$ cat config.mk
export PLATFORM = sky130hd
export DESIGN_NAME = held_lock_stack_checker_core_flat
export DESIGN_NICKNAME = d
export VERILOG_FILES = /design/src/hlsc_pkg.sv /design/src/hlsc_item_if.sv /design/src/hlsc_result_if.sv /design/src/hlsc_cfg_if.sv /design/src/hlsc_cell.sv /design/src/held_lock_stack_checker_core.sv /design/src/flat_wrapper.sv
export SDC_FILE = /design/constraint.sdc
export NUM_CORES = 1
export LEC_CHECK = 0
export BUFFER_PORTS_ARGS = -buffer_cell sky130_fd_sc_hd__buf_2
export CORE_MARGIN = 2
export CORE_UTILIZATION = 46
export DETAILED_ROUTE_END_ITERATION = 16
export MAX_ROUTING_LAYER = met4
export REMOVE_ABC_BUFFERS = 1
export SLEW_MARGIN = 40
export SYNTH_ARGS = -nofsm -noshare
export SYNTH_HDL_FRONTEND = slang
export SYNTH_SLANG_ARGS = --single-unit
$ cat constraint.sdc
create_clock -name clk -period 8.7 [get_ports clk]
set_input_delay 0.435 -clock clk [delete_from_list [all_inputs] [get_ports clk]]
set_output_delay 0.435 -clock clk [all_outputs]
set_load 0.005 [all_outputs]
$ cat src/hlsc_pkg.sv
// Shared types and codes for the held-lock stack checker.
`default_nettype none
package hlsc_pkg;

    localparam int STACK_DEPTH_DEF = 16;

    localparam int ID_W    = 32;
    localparam int CLASS_W = 16;
    localparam int OP_W    = 2;
    localparam int STAT_W  = 3;
    localparam int HCNT_W  = 5;
    localparam int MSLOT_W = 4;

    localparam logic [OP_W-1:0] OP_ACQUIRE     = 2'd0;
    localparam logic [OP_W-1:0] OP_RELEASE     = 2'd1;
    localparam logic [OP_W-1:0] OP_ASSERT_NONE = 2'd2;

    localparam logic [STAT_W-1:0] STAT_OK        = 3'd0;
    localparam logic [STAT_W-1:0] STAT_INACTIVE  = 3'd1;
    localparam logic [STAT_W-1:0] STAT_RECURSIVE = 3'd2;
    localparam logic [STAT_W-1:0] STAT_OVERFLOW  = 3'd3;
    localparam logic [STAT_W-1:0] STAT_NOT_HELD  = 3'd4;
    localparam logic [STAT_W-1:0] STAT_HELD      = 3'd5;

    typedef enum logic [1:0] {
        S_IDLE,
        S_COMPARE,
        S_UPDATE
    } state_t;

    typedef struct packed {
        logic [OP_W-1:0]    opcode;
        logic [ID_W-1:0]    lock_id;
        logic [CLASS_W-1:0] class_id;
    } item_t;

    typedef struct packed {
        logic [STAT_W-1:0]  status;
        logic [HCNT_W-1:0]  held_count;
        logic [MSLOT_W-1:0] match_slot;
        logic               checking_active;
    } result_t;

    // Broadcast to every stack cell
    typedef struct packed {
        logic               cmp_en;
        logic               is_release;
        logic [ID_W-1:0]    key_id;
        logic [CLASS_W-1:0] key_cls;
    } cell_ctrl_t;

endpackage
`default_nettype wire

$ cat src/hlsc_item_if.sv
// Lock event input channel.
`default_nettype none
interface hlsc_item_if;
    logic                 valid;
    logic                 ready;
    hlsc_pkg::item_t      data;

    modport source (output valid, output data, input ready);
    modport sink   (input valid, input data, output ready);
endinterface
`default_nettype wire

$ cat src/hlsc_result_if.sv
// Check result output channel.
`default_nettype none
interface hlsc_result_if;
    logic                 valid;
    logic                 ready;
    hlsc_pkg::result_t    data;

    modport source (output valid, output data, input ready);
    modport sink   (input valid, input data, output ready);
endinterface
`default_nettype wire

$ cat src/hlsc_cfg_if.sv
// Configuration write channel for the checking enable bit.
`default_nettype none
interface hlsc_cfg_if;
    logic valid;
    logic ready;
    logic data;

    modport source (output valid, output data, input ready);
    modport sink   (input valid, input data, output ready);
endinterface
`default_nettype wire

$ cat src/hlsc_cell.sv
// One stack slot: holds a lock id and class, compares, pushes and shifts down.
`default_nettype none
module hlsc_cell (
    input  wire logic                         clk,
    input  wire hlsc_pkg::cell_ctrl_t         ctrl,
    input  wire logic                         occ,
    input  wire logic                         push_en,
    input  wire logic                         shift_en,
    input  wire logic [hlsc_pkg::ID_W-1:0]    nbr_id,
    input  wire logic [hlsc_pkg::CLASS_W-1:0] nbr_cls,
    output logic      [hlsc_pkg::ID_W-1:0]    id,
    output logic      [hlsc_pkg::CLASS_W-1:0] cls,
    output logic                              match
);
    import hlsc_pkg::*;

    logic [ID_W-1:0]    id_reg;
    logic [ID_W-1:0]    id_next;
    logic [CLASS_W-1:0] cls_reg;
    logic [CLASS_W-1:0] cls_next;
    logic               match_reg;
    logic               match_next;

    always_comb
    begin
        id_next  = id_reg;
        cls_next = cls_reg;
        // take the upper neighbor's entry on removal, the new key on push
        if (shift_en)
        begin
            id_next  = nbr_id;
            cls_next = nbr_cls;
        end
        else if (push_en)
        begin
            id_next  = ctrl.key_id;
            cls_next = ctrl.key_cls;
        end
    end

    always_comb
    begin
        match_next = match_reg;
        if (ctrl.cmp_en)
        begin
            if (ctrl.is_release)
                match_next = occ && (id_reg == ctrl.key_id);
            else
                match_next = occ && (cls_reg == ctrl.key_cls);
        end
    end

    always_ff @(posedge clk)
    begin
        id_reg    <= id_next;
        cls_reg   <= cls_next;
        match_reg <= match_next;
    end

    assign id    = id_reg;
    assign cls   = cls_reg;
    assign match = match_reg;

endmodule
`default_nettype wire

$ cat src/held_lock_stack_checker_core.sv
// Held-lock stack checker: top level with sequencer and row of stack cells.
//
// Usage: each transfer on item carries one lock event (acquire, release or
// assert-none) and produces exactly one transfer on result with a status,
// the held count after the event, the matching slot and whether checking
// is still active. cfg writes the checking enable bit and is always ready.
// It is to be written only while no item is in flight; the block does not
// enforce this, so the user must keep to it.
// Sequence: an accepted item is loaded into a register, then every cell
// compares its entry and registers a match bit, then the lowest match is
// picked and all cells push or shift at once. No new item is taken until
// the last one has finished its update. The result sits in an output
// register; a stalled receiver holds it there and the next item is still
// taken, but its update waits until the register frees up.
// Reset: the stack is empty, the checker is not tripped and checking is
// off, so items are reported as ignored until cfg enables it. A trip holds
// until the next reset.
`default_nettype none
module held_lock_stack_checker_core #(
    parameter int STACK_DEPTH = hlsc_pkg::STACK_DEPTH_DEF
) (
    input  wire logic  clk,
    input  wire logic  rst_n,
    hlsc_item_if.sink    item,
    hlsc_result_if.source result,
    hlsc_cfg_if.sink     cfg
);
    import hlsc_pkg::*;

    localparam int CNT_W  = $clog2(STACK_DEPTH + 1);
    localparam int SLOT_W = $clog2(STACK_DEPTH);

    state_t state_reg;
    state_t state_next;

    logic               checking_on_reg;
    logic               checking_on_next;
    logic               tripped_reg;
    logic               tripped_next;
    logic [CNT_W-1:0]   count_reg;
    logic [CNT_W-1:0]   count_next;
    item_t              cur_reg;
    item_t              cur_next;
    logic               out_valid_reg;
    logic               out_valid_next;
    result_t            out_data_reg;
    result_t            out_data_next;

    logic               out_free;
    logic               accept;
    logic               cmp_en;
    logic               upd_en;
    logic               do_push;
    logic               do_remove;
    logic               found;
    logic [SLOT_W-1:0]  slot;
    logic [STAT_W-1:0]  status;
    logic               active;
    logic [CNT_W+HCNT_W-1:0]   count_ext;
    logic [SLOT_W+MSLOT_W-1:0] slot_ext;

    cell_ctrl_t         cell_ctrl;
    logic [STACK_DEPTH-1:0] match_vec;
    logic [STACK_DEPTH-1:0] occ_vec;
    logic [STACK_DEPTH-1:0] push_vec;
    logic [STACK_DEPTH-1:0] shift_vec;
    logic [ID_W-1:0]    cell_id  [STACK_DEPTH];
    logic [CLASS_W-1:0] cell_cls [STACK_DEPTH];

    assign out_free = !out_valid_reg || result.ready;
    assign accept   = item.valid && item.ready;

    // next state
    always_comb
    begin
        state_next = state_reg;
        case (state_reg)
            S_IDLE:
                if (accept)
                    state_next = S_COMPARE;
            S_COMPARE:
                state_next = S_UPDATE;
            S_UPDATE:
                if (out_free)
                    state_next = S_IDLE;
            default:
                state_next = S_IDLE;
        endcase
    end

    // sequencer outputs
    always_comb
    begin
        item.ready = 1'b0;
        cmp_en     = 1'b0;
        upd_en     = 1'b0;
        case (state_reg)
            S_IDLE:    item.ready = 1'b1;
            S_COMPARE: cmp_en     = 1'b1;
            S_UPDATE:  upd_en     = out_free;
            default:   item.ready = 1'b0;
        endcase
    end

    assign cfg.ready = 1'b1;

    assign cur_next = accept ? item.data : cur_reg;

    assign cell_ctrl.cmp_en     = cmp_en;
    assign cell_ctrl.is_release = (cur_reg.opcode == OP_RELEASE);
    assign cell_ctrl.key_id     = cur_reg.lock_id;
    assign cell_ctrl.key_cls    = cur_reg.class_id;

    // lowest matching slot
    always_comb
    begin
        slot = '0;
        for (int i = STACK_DEPTH - 1; i >= 0; i--)
        begin
            if (match_vec[i])
                slot = SLOT_W'(i);
        end
    end

    assign found  = |match_vec;
    assign active = checking_on_reg && !tripped_reg;

    always_comb
    begin
        status       = STAT_OK;
        tripped_next = tripped_reg;
        count_next   = count_reg;
        do_push      = 1'b0;
        do_remove    = 1'b0;
        if (!active)
        begin
            status = STAT_INACTIVE;
        end
        else
        begin
            case (cur_reg.opcode)
                OP_ACQUIRE:
                    if (found)
                    begin
                        status       = STAT_RECURSIVE;
                        tripped_next = 1'b1;
                    end
                    else if (count_reg >= CNT_W'(STACK_DEPTH))
                    begin
                        status       = STAT_OVERFLOW;
                        tripped_next = 1'b1;
                    end
                    else
                    begin
                        do_push    = 1'b1;
                        count_next = count_reg + CNT_W'(1);
                    end
                OP_RELEASE:
                    if (found)
                    begin
                        do_remove  = 1'b1;
                        count_next = count_reg - CNT_W'(1);
                    end
                    else
                    begin
                        status       = STAT_NOT_HELD;
                        tripped_next = 1'b1;
                    end
                OP_ASSERT_NONE:
                    if (count_reg != '0)
                    begin
                        status       = STAT_HELD;
                        tripped_next = 1'b1;
                    end
                default:
                    status = STAT_OK;
            endcase
        end
    end

    assign count_ext = {{HCNT_W{1'b0}}, count_next};
    assign slot_ext  = {{MSLOT_W{1'b0}}, slot};

    always_comb
    begin
        out_data_next = out_data_reg;
        out_valid_next = out_valid_reg;
        if (result.ready)
            out_valid_next = 1'b0;
        if (upd_en)
        begin
            out_valid_next             = 1'b1;
            out_data_next.status       = status;
            out_data_next.held_count   = count_ext[HCNT_W-1:0];
            out_data_next.match_slot   = (status == STAT_RECURSIVE || (do_remove))
                                         ? slot_ext[MSLOT_W-1:0] : '0;
            out_data_next.checking_active = checking_on_reg && !tripped_next;
        end
    end

    assign checking_on_next = (cfg.valid && cfg.ready) ? cfg.data : checking_on_reg;

    always_ff @(posedge clk or negedge rst_n)
    begin
        if (!rst_n)
        begin
            state_reg       <= S_IDLE;
            checking_on_reg <= 1'b0;
            tripped_reg     <= 1'b0;
            count_reg       <= '0;
            out_valid_reg   <= 1'b0;
        end
        else
        begin
            state_reg       <= state_next;
            checking_on_reg <= checking_on_next;
            out_valid_reg   <= out_valid_next;
            if (upd_en)
            begin
                tripped_reg <= tripped_next;
                count_reg   <= count_next;
            end
        end
    end

    always_ff @(posedge clk)
    begin
        cur_reg      <= cur_next;
        out_data_reg <= out_data_next;
    end

    assign result.valid = out_valid_reg;
    assign result.data  = out_data_reg;

    // row of stack cells; each shifts from its upper neighbor
    for (genvar g = 0; g < STACK_DEPTH; g++)
    begin : g_cell
        logic [ID_W-1:0]    nbr_id;
        logic [CLASS_W-1:0] nbr_cls;

        assign occ_vec[g]   = (CNT_W'(g) < count_reg);
        assign push_vec[g]  = upd_en && do_push && (count_reg == CNT_W'(g));
        assign shift_vec[g] = upd_en && do_remove && (SLOT_W'(g) >= slot);

        if (g == STACK_DEPTH - 1)
        begin : g_top
            assign nbr_id  = cell_id[g];
            assign nbr_cls = cell_cls[g];
        end
        else
        begin : g_mid
            assign nbr_id  = cell_id[g+1];
            assign nbr_cls = cell_cls[g+1];
        end

        hlsc_cell u_cell (
            .clk      (clk),
            .ctrl     (cell_ctrl),
            .occ      (occ_vec[g]),
            .push_en  (push_vec[g]),
            .shift_en (shift_vec[g]),
            .nbr_id   (nbr_id),
            .nbr_cls  (nbr_cls),
            .id       (cell_id[g]),
            .cls      (cell_cls[g]),
            .match    (match_vec[g])
        );
    end

endmodule
`default_nettype wire

$ cat src/flat_wrapper.sv
// flat-port wrapper written by rule: the top's interface ports become plain ports
module held_lock_stack_checker_core_flat import hlsc_pkg::*;
#(
    parameter int STACK_DEPTH = hlsc_pkg::STACK_DEPTH_DEF
)
  (clk, rst_n, item_valid, item_data, item_ready, result_valid, result_data, result_ready, cfg_valid, cfg_data, cfg_ready);
  hlsc_item_if item_i ();
  hlsc_result_if result_i ();
  hlsc_cfg_if cfg_i ();
  input  wire logic clk;
  input  wire logic rst_n;
  input wire logic [$bits(item_i.valid)-1:0] item_valid;
  input wire logic [$bits(item_i.data)-1:0] item_data;
  output wire logic [$bits(item_i.ready)-1:0] item_ready;
  output wire logic [$bits(result_i.valid)-1:0] result_valid;
  output wire logic [$bits(result_i.data)-1:0] result_data;
  input wire logic [$bits(result_i.ready)-1:0] result_ready;
  input wire logic [$bits(cfg_i.valid)-1:0] cfg_valid;
  input wire logic [$bits(cfg_i.data)-1:0] cfg_data;
  output wire logic [$bits(cfg_i.ready)-1:0] cfg_ready;
  assign item_i.valid = item_valid;
  assign item_i.data = item_data;
  assign item_ready = item_i.ready;
  assign result_valid = result_i.valid;
  assign result_data = result_i.data;
  assign result_i.ready = result_ready;
  assign cfg_i.valid = cfg_valid;
  assign cfg_i.data = cfg_data;
  assign cfg_ready = cfg_i.ready;
  held_lock_stack_checker_core #(.STACK_DEPTH(STACK_DEPTH)) u_core (.clk(clk), .rst_n(rst_n), .item(item_i), .result(result_i), .cfg(cfg_i));
endmodule
* Yosys cells after proc, flatten, opt, wreduce, memory -nomap -nowiden *
Index checks and enable logic that the tools add are counted.

operators by class
  shift-type cells = 0
  reductions and logical operators = 97
  equality and inequality tests = 54
  bitwise logic cells = 1
  multiply operators = 0
  magnitude comparators = 33
  div/mod/pow operators = 0
  add/subtract/negate cells = 2
  multiplexer cells = 124

operator list
  operator              count
  $mux W32              30
  $eq A32 B32 Y1        16
  $mux W16              30
  $eq A16 B16 Y1        16
  $logic_and A1 B1 Y1   69
  $mux W4               16
  $eq A5 B4 Y1 const B  8
  $lt A4 B5 Y1 const A  8
  $mux W1               33
  $ge A4 B4 Y1 const A  8
  $reduce_bool A2 Y1    16
  $eq A5 B3 Y1 const B  4
  $lt A3 B5 Y1 const A  4
  $mux W5               4
  $ge A3 B4 Y1 const A  4
  $reduce_or A16 Y1     1
  $mux W3               4
  $eq A5 B2 Y1 const B  2
  $lt A1 B5 Y1 const A  2
  $lt A2 B5 Y1 const A  2
  $pmux W5 S2           1
  $pmux W3 S3           1
  $ge A1 B4 Y1 const A  2
  $ge A2 B4 Y1 const A  2
  18 further kinds      28

storage, ports and cells
  flip-flop bits (word level) = 857
  RAM bits = 0
  bits in latches = 0
  logic and storage cells = 371
  ROM bits = 0
  input bits = 56
  output and inout port bits = 16
  memories kept = 0

* Depth between registers and ports, before layout *
  depth after elaboration = 20
  gate-level depth with buffers = 9
  gate-level depth less buffers = 7

* Modules after synthesis *
Synthesis repeated with hierarchy kept, for this count alone.

second synthesis, totals
  cell total of the unflattened synthesis = 3001
  area total of the unflattened synthesis = 44670.3 um2

by module, submodules not included
  module                        instances  seq. area each (um2)  cells each  area each (um2)
  hlsc_cell                     16         1471.4                169         2571.2
  held_lock_stack_checker_core  1          2142.1                297         3530.9

* Worst setup path before layout *
No wires, ideal clock.

  path type = flip-flop to flip-flop
  start point = reg u_core.g_cell[0].u_cell.match_reg
  end point = reg u_core.g_cell[5].u_cell.cls_reg[0], enable pin
  stages on the path, launching flop included = 7
  library setup time = 0.520 ns
  path buffers = 2
  required time = 8.180 ns
  path slack = 2.485 ns
  period minus slack after synthesis = 6.215 ns
  arrival = 5.695 ns
  path through = edfxtp_1 or4_1 buf_2 or4_1 clkbuf_1 or4_1 o21ai_0

on the way
  word-level cells in the longest chain between the ends = 7
  elaborated cells on any way between the ends = 14
  those cells by class = order compare: 1; mux: 7; reduce/logical: 6

RTL lines
  what                                                  line                                                                      RTL
  start: declaration                                    hlsc_cell.sv:21                                                           logic match_reg;
  start signal: assignment                              hlsc_cell.sv:57                                                           match_reg <= match_next;
  $reduce_or A16 Y1                                     held_lock_stack_checker_core.sv:125                                       assign found = |match_vec;
  $mux W1 (on tied branches)                            held_lock_stack_checker_core.sv:143, held_lock_stack_checker_core.sv:159
  $mux W1                                               held_lock_stack_checker_core.sv:141                                       case (cur_reg.opcode)
  $mux W1                                               held_lock_stack_checker_core.sv:135                                       if (!active)
  $logic_and A1 B1 Y1 (on tied branches) (2 in series)  held_lock_stack_checker_core.sv:242, held_lock_stack_checker_core.sv:243
  $reduce_bool A2 Y1 (no source line) (*)               n/a
  end signal: assignment                                hlsc_cell.sv:56                                                           cls_reg <= cls_next;
  end: declaration                                      hlsc_cell.sv:19                                                           logic [CLASS_W-1:0] cls_reg;

Mark *: on every way between the ends. The rest lies on a longest branch, timed or not.
A chain may end at the register's enable or synchronous reset.

* Worst setup path in the final report *
  start point = reg u_core.cur_reg[48] in the netlist's numbering
  end point = reg u_core.g_cell[13].u_cell.cls_reg[5], enable pin

on the way
  word-level cells in the longest chain between the ends = 6
  elaborated cells on any way between the ends = 11
  those cells by class = eq/ne: 1; mux: 4; reduce/logical: 6

RTL lines
  what                                                     line                                                                      RTL
  start: declaration                                       held_lock_stack_checker_core.sv:42                                        item_t cur_reg;
  start signal: assignment                                 held_lock_stack_checker_core.sv:228                                       cur_reg <= cur_next;
  $eq A2 B1 Y1 / $logic_not A2 Y1 (equally long branches)  held_lock_stack_checker_core.sv:141
  $mux W1                                                  held_lock_stack_checker_core.sv:141
  $mux W1                                                  held_lock_stack_checker_core.sv:135
  $logic_and A1 B1 Y1 (on tied branches) (2 in series)     held_lock_stack_checker_core.sv:243, held_lock_stack_checker_core.sv:242
  $reduce_bool A2 Y1 (no source line) (*)                  n/a
  end signal: assignment                                   hlsc_cell.sv:56
  end: declaration                                         hlsc_cell.sv:19

Marks and branches as above.

==> impl_metrics.json <==
{
  "status": "finished, final reports clean",
  "fill_cells": 9463,
  "area_growth_pct": 11.1,
  "rsz0062_at_grt": "false",
  "switching_share": 0.327,
  "fmax_ghz": 0.213,
  "clock_sinks": 857,
  "nets": 4364,
  "hpwl_um": 114000,
  "path_max_fanout": 48,
  "core_area_um2": 105000,
  "synth_cell_types": 65,
  "holdWs_ns": 0.0564,
  "ir_worst_vdd_v": 0.000192,
  "wl_per_cell_um": 29.4,
  "hp-class": "in -> reg",
  "grt_pass1_wl_um": 248000,
  "io_pins": 72,
  "slowest_stage": "edfxtp_1",
  "path_clk_slew_ns": 0.06,
  "port-buffer-count": 70,
  "die_area_um2": 108000,
  "antenna_found_initial": 5,
  "slowest_delay_ns": 0.73,
  "drive_gt1_frac": 0.141,
  "num_rows": 119,
  "initial_utilization": 0.463,
  "dp_slack_ns": 3.82,
  "gp_congestion": 0.981,
  "synthCells": 4408,
  "design_area_um2": 54100,
  "whs_path_depth": 3,
  "die_y_um": 329,
  "route.vias.total": 37300,
  "synth_compound_area_frac": 0.127,
  "placedCellCount": 5541,
  "h-tree-depth": 3,
  "finalCritPeriodShare": 0.541,
  "tritoncts": "done",
  "worst_pin_slew_ns": 0.924,
  "crit_required_ns": 9.03,
  "stdcell_count": 5788,
  "period_needed_ns": 4.70,
  "ant_nets": 0,
  "grt_pass1_vias": 36000,
  "first_pass_iters": 8,
  "cts.path.max_buffers": 3,
  "worst_slack_ns": 4.00,
  "synth_area_per_cell_um2": 11.0,
  "switching_power_mw": 3.88,
  "grt.overflow.total": 0,
  "drt-met1-wl_um": 68400,
  "place_area_um2": 50400,
  "clkLatencyLatePin_ns": 0.71,
  "synth_xor_area_frac": 0.139,
  "largest_reg_flops": 512,
  "r2r_slack_ns": 4.00,
  "rr_endpoint": "u_core.g_cell[13].u_cell.cls[5]",
  "synthTopCellsByArea": "edfxtp_1, xnor2_1, xor2_1",
  "yosysTopAreaCell": "edfxtp_1",
  "slew_viol_final": 0,
  "r2r-start": "u_core.cur_reg[48]",
  "rr_worst_depth": 8,
  "power_density_nw_per_um2": 220,
  "cp-startpoint": "u_core.cur_reg[48]",
  "synthArstFlopShare": 0.0117,
  "critPathArrivalTime_ns": 5.03,
  "wl_met2_um": 77600,
  "cp_common_cell": "buf_4",
  "numCtsBuffers": 99,
  "seq_power_share": 0.424,
  "p_comb_frac": 0.234,
  "clockPowerShare": 0.342,
  "setup_viol_count_final": 0,
  "synth_common_cells": "edfxtp_1, nand2_1, xnor2_1, xor2_1, clkbuf_1",
  "yosys.area_share.adder": 0.00129,
  "cp-endpoint": "u_core.g_cell[13].u_cell.cls[5]",
  "yosysTopAreaCellShare": 0.523,
  "grt.total_usage": 0.319,
  "yosys-mux-area-fraction": 0.0564,
  "seq_area_frac_synth": 0.528,
  "endpoint_kind": "flip-flop",
  "cellLeakagePower_nw": 17.3,
  "grt_max_degree": 99,
  "dr_wl_met3_um": 16100,
  "synth-main-ff-cell": "edfxtp_1",
  "vias_per_cell": 6.44,
  "final-hold-violation-count": 0,
  "critical_path_class": "reg -> reg",
  "cts_root_buffer": "clkbuf_16",
  "synth_top_family_by_area": "XOR/XNOR gates",
  "ys_seq_elements": 857,
  "p_total_mw": 11.9,
  "fin_worst_skew_ns": 0.0304,
  "yosysMostFrequentCell": "edfxtp_1",
  "drt_iter0_drc": 4952,
  "remaining_drc_errors": 0,
  "yosys.area_share.simple": 0.109,
  "synth_edf_count": 847,
  "cts_setup_buffers": 0,
  "intPower_mw": 8.00,
  "drt_wl_total_um": 170000,
  "syn-cell-area_um2": 48700,
  "max_slew_margin": 0.378,
  "cap_violations": 0,
  "die_x_um": 329,
  "startpoint_type": "flip-flop",
  "path_cells": "nor4bb_2, nand3_4, buf_12, nor2_4, a21oi_4, buf_4, o21ai_4, buf_4",
  "ys_warn_count": 0,
  "highest-signal-layer": "met4",
  "seq_area_um2": 25700,
  "multi_input_area_um2": 21500
}
==> per-layer routing <==
| metal | vias up | track usage |
|---|---|---|
| met5 | - | - |
| met1 | 18600 | 0.406 |
| li1 | 16300 | - |
| met3 | 398 | 0.0758 |
| met2 | 2040 | 0.482 |
| met4 | 0 | 0.146 |
==> critical path, delay by kind of cell, from the launching register on <==
| family | cells | cell delay [ns] |
|---|---|---|
| and+or+nand+nor | 3 | 1.75 |
| DFF | 1 | 0.73 |
| AOI/OAI and AO/OA | 2 | 0.42 |
| buffers and inverters | 3 | 1.36 |
==> cell type report <==
| type | instances | share of cell area |
|---|---|---|
| antenna | 9 | 0.000416 |
| sequential | 857 | 0.475 |
| multi-input combinational | 3051 | 0.398 |
| clock buffer | 127 | 0.0478 |
| timing repair buffer | 235 | 0.0332 |
| clock inverter | 59 | 0.00898 |
| tap | 1391 | 0.0322 |
| inverter | 59 | 0.00410 |
==> through the flow <==
stage / TNS [ns] / utilization
floorplan: -2288.64 / -
global placement: 0 / 0.478
detailed placement: 0 / 0.480
CTS: 0 / 0.514
global route: 0 / 0.514
finish: 0 / 0.514
==> power groups by stage <==
stage,logic (mW),registers (mW),clock network [mW]
6_report,2.78,5.03,4.06
5_1_grt,2.93,5.04,4.24
4_1_cts,2.71,5.02,4.09
3_5_place_dp,2.67,5.11,0
3_3_place_gp,2.64,5.10,0
2_1_floorplan,1.44,5.29,0
==> repair_timing <==
action                                 in CTS  in global routing
gates resized for setup                     0                  0
endpoints found under the hold margin      61                  0
hold buffers                               52                  0
==> worst min-delay path by stage <==
stage,from,end,slack [ns]
2_1_floorplan,rst_n,u_core.checking_on_reg,0.14
3_5_place_dp,rst_n,u_core.state_reg[0],0.35
5_1_grt,cfg_data,u_core.checking_on_reg,0.05
6_report,result_ready,u_core.state_reg[1],0.06
3_3_place_gp,rst_n,u_core.state_reg[0],0.35
4_1_cts,result_ready,u_core.state_reg[1],0.03
==> cells by family after synthesis <==
| family | Yosys count |
|---|---|
| and+or+nand+nor | 1120 |
| AOI/OAI and AO/OA | 911 |
| buffers and inverters | 500 |
| muxes | 244 |
| adders and majority gates | 5 |
| DFF | 857 |
| other | 1 |
| xor gates and xnor gates | 770 |
==> cell usage in the layout, fill, tap and decap left out, types with 51 or more instances in the layout <==
cell and n:
o211ai_1 196, clkbuf_16 99, xnor2_1 405, a31oi_1 53
nand4_1 221, buf_2 70, a21oi_1 207, mux2_2 232
nand3_1 77, dlygate4sd3_1 52, edfxtp_1 847, buf_4 102
inv_1 58, nor4_1 96, nand2_1 592, xor2_1 365
o21ai_0 115, a21o_1 51
No activity file was read; power rests on OpenSTA's default activity.
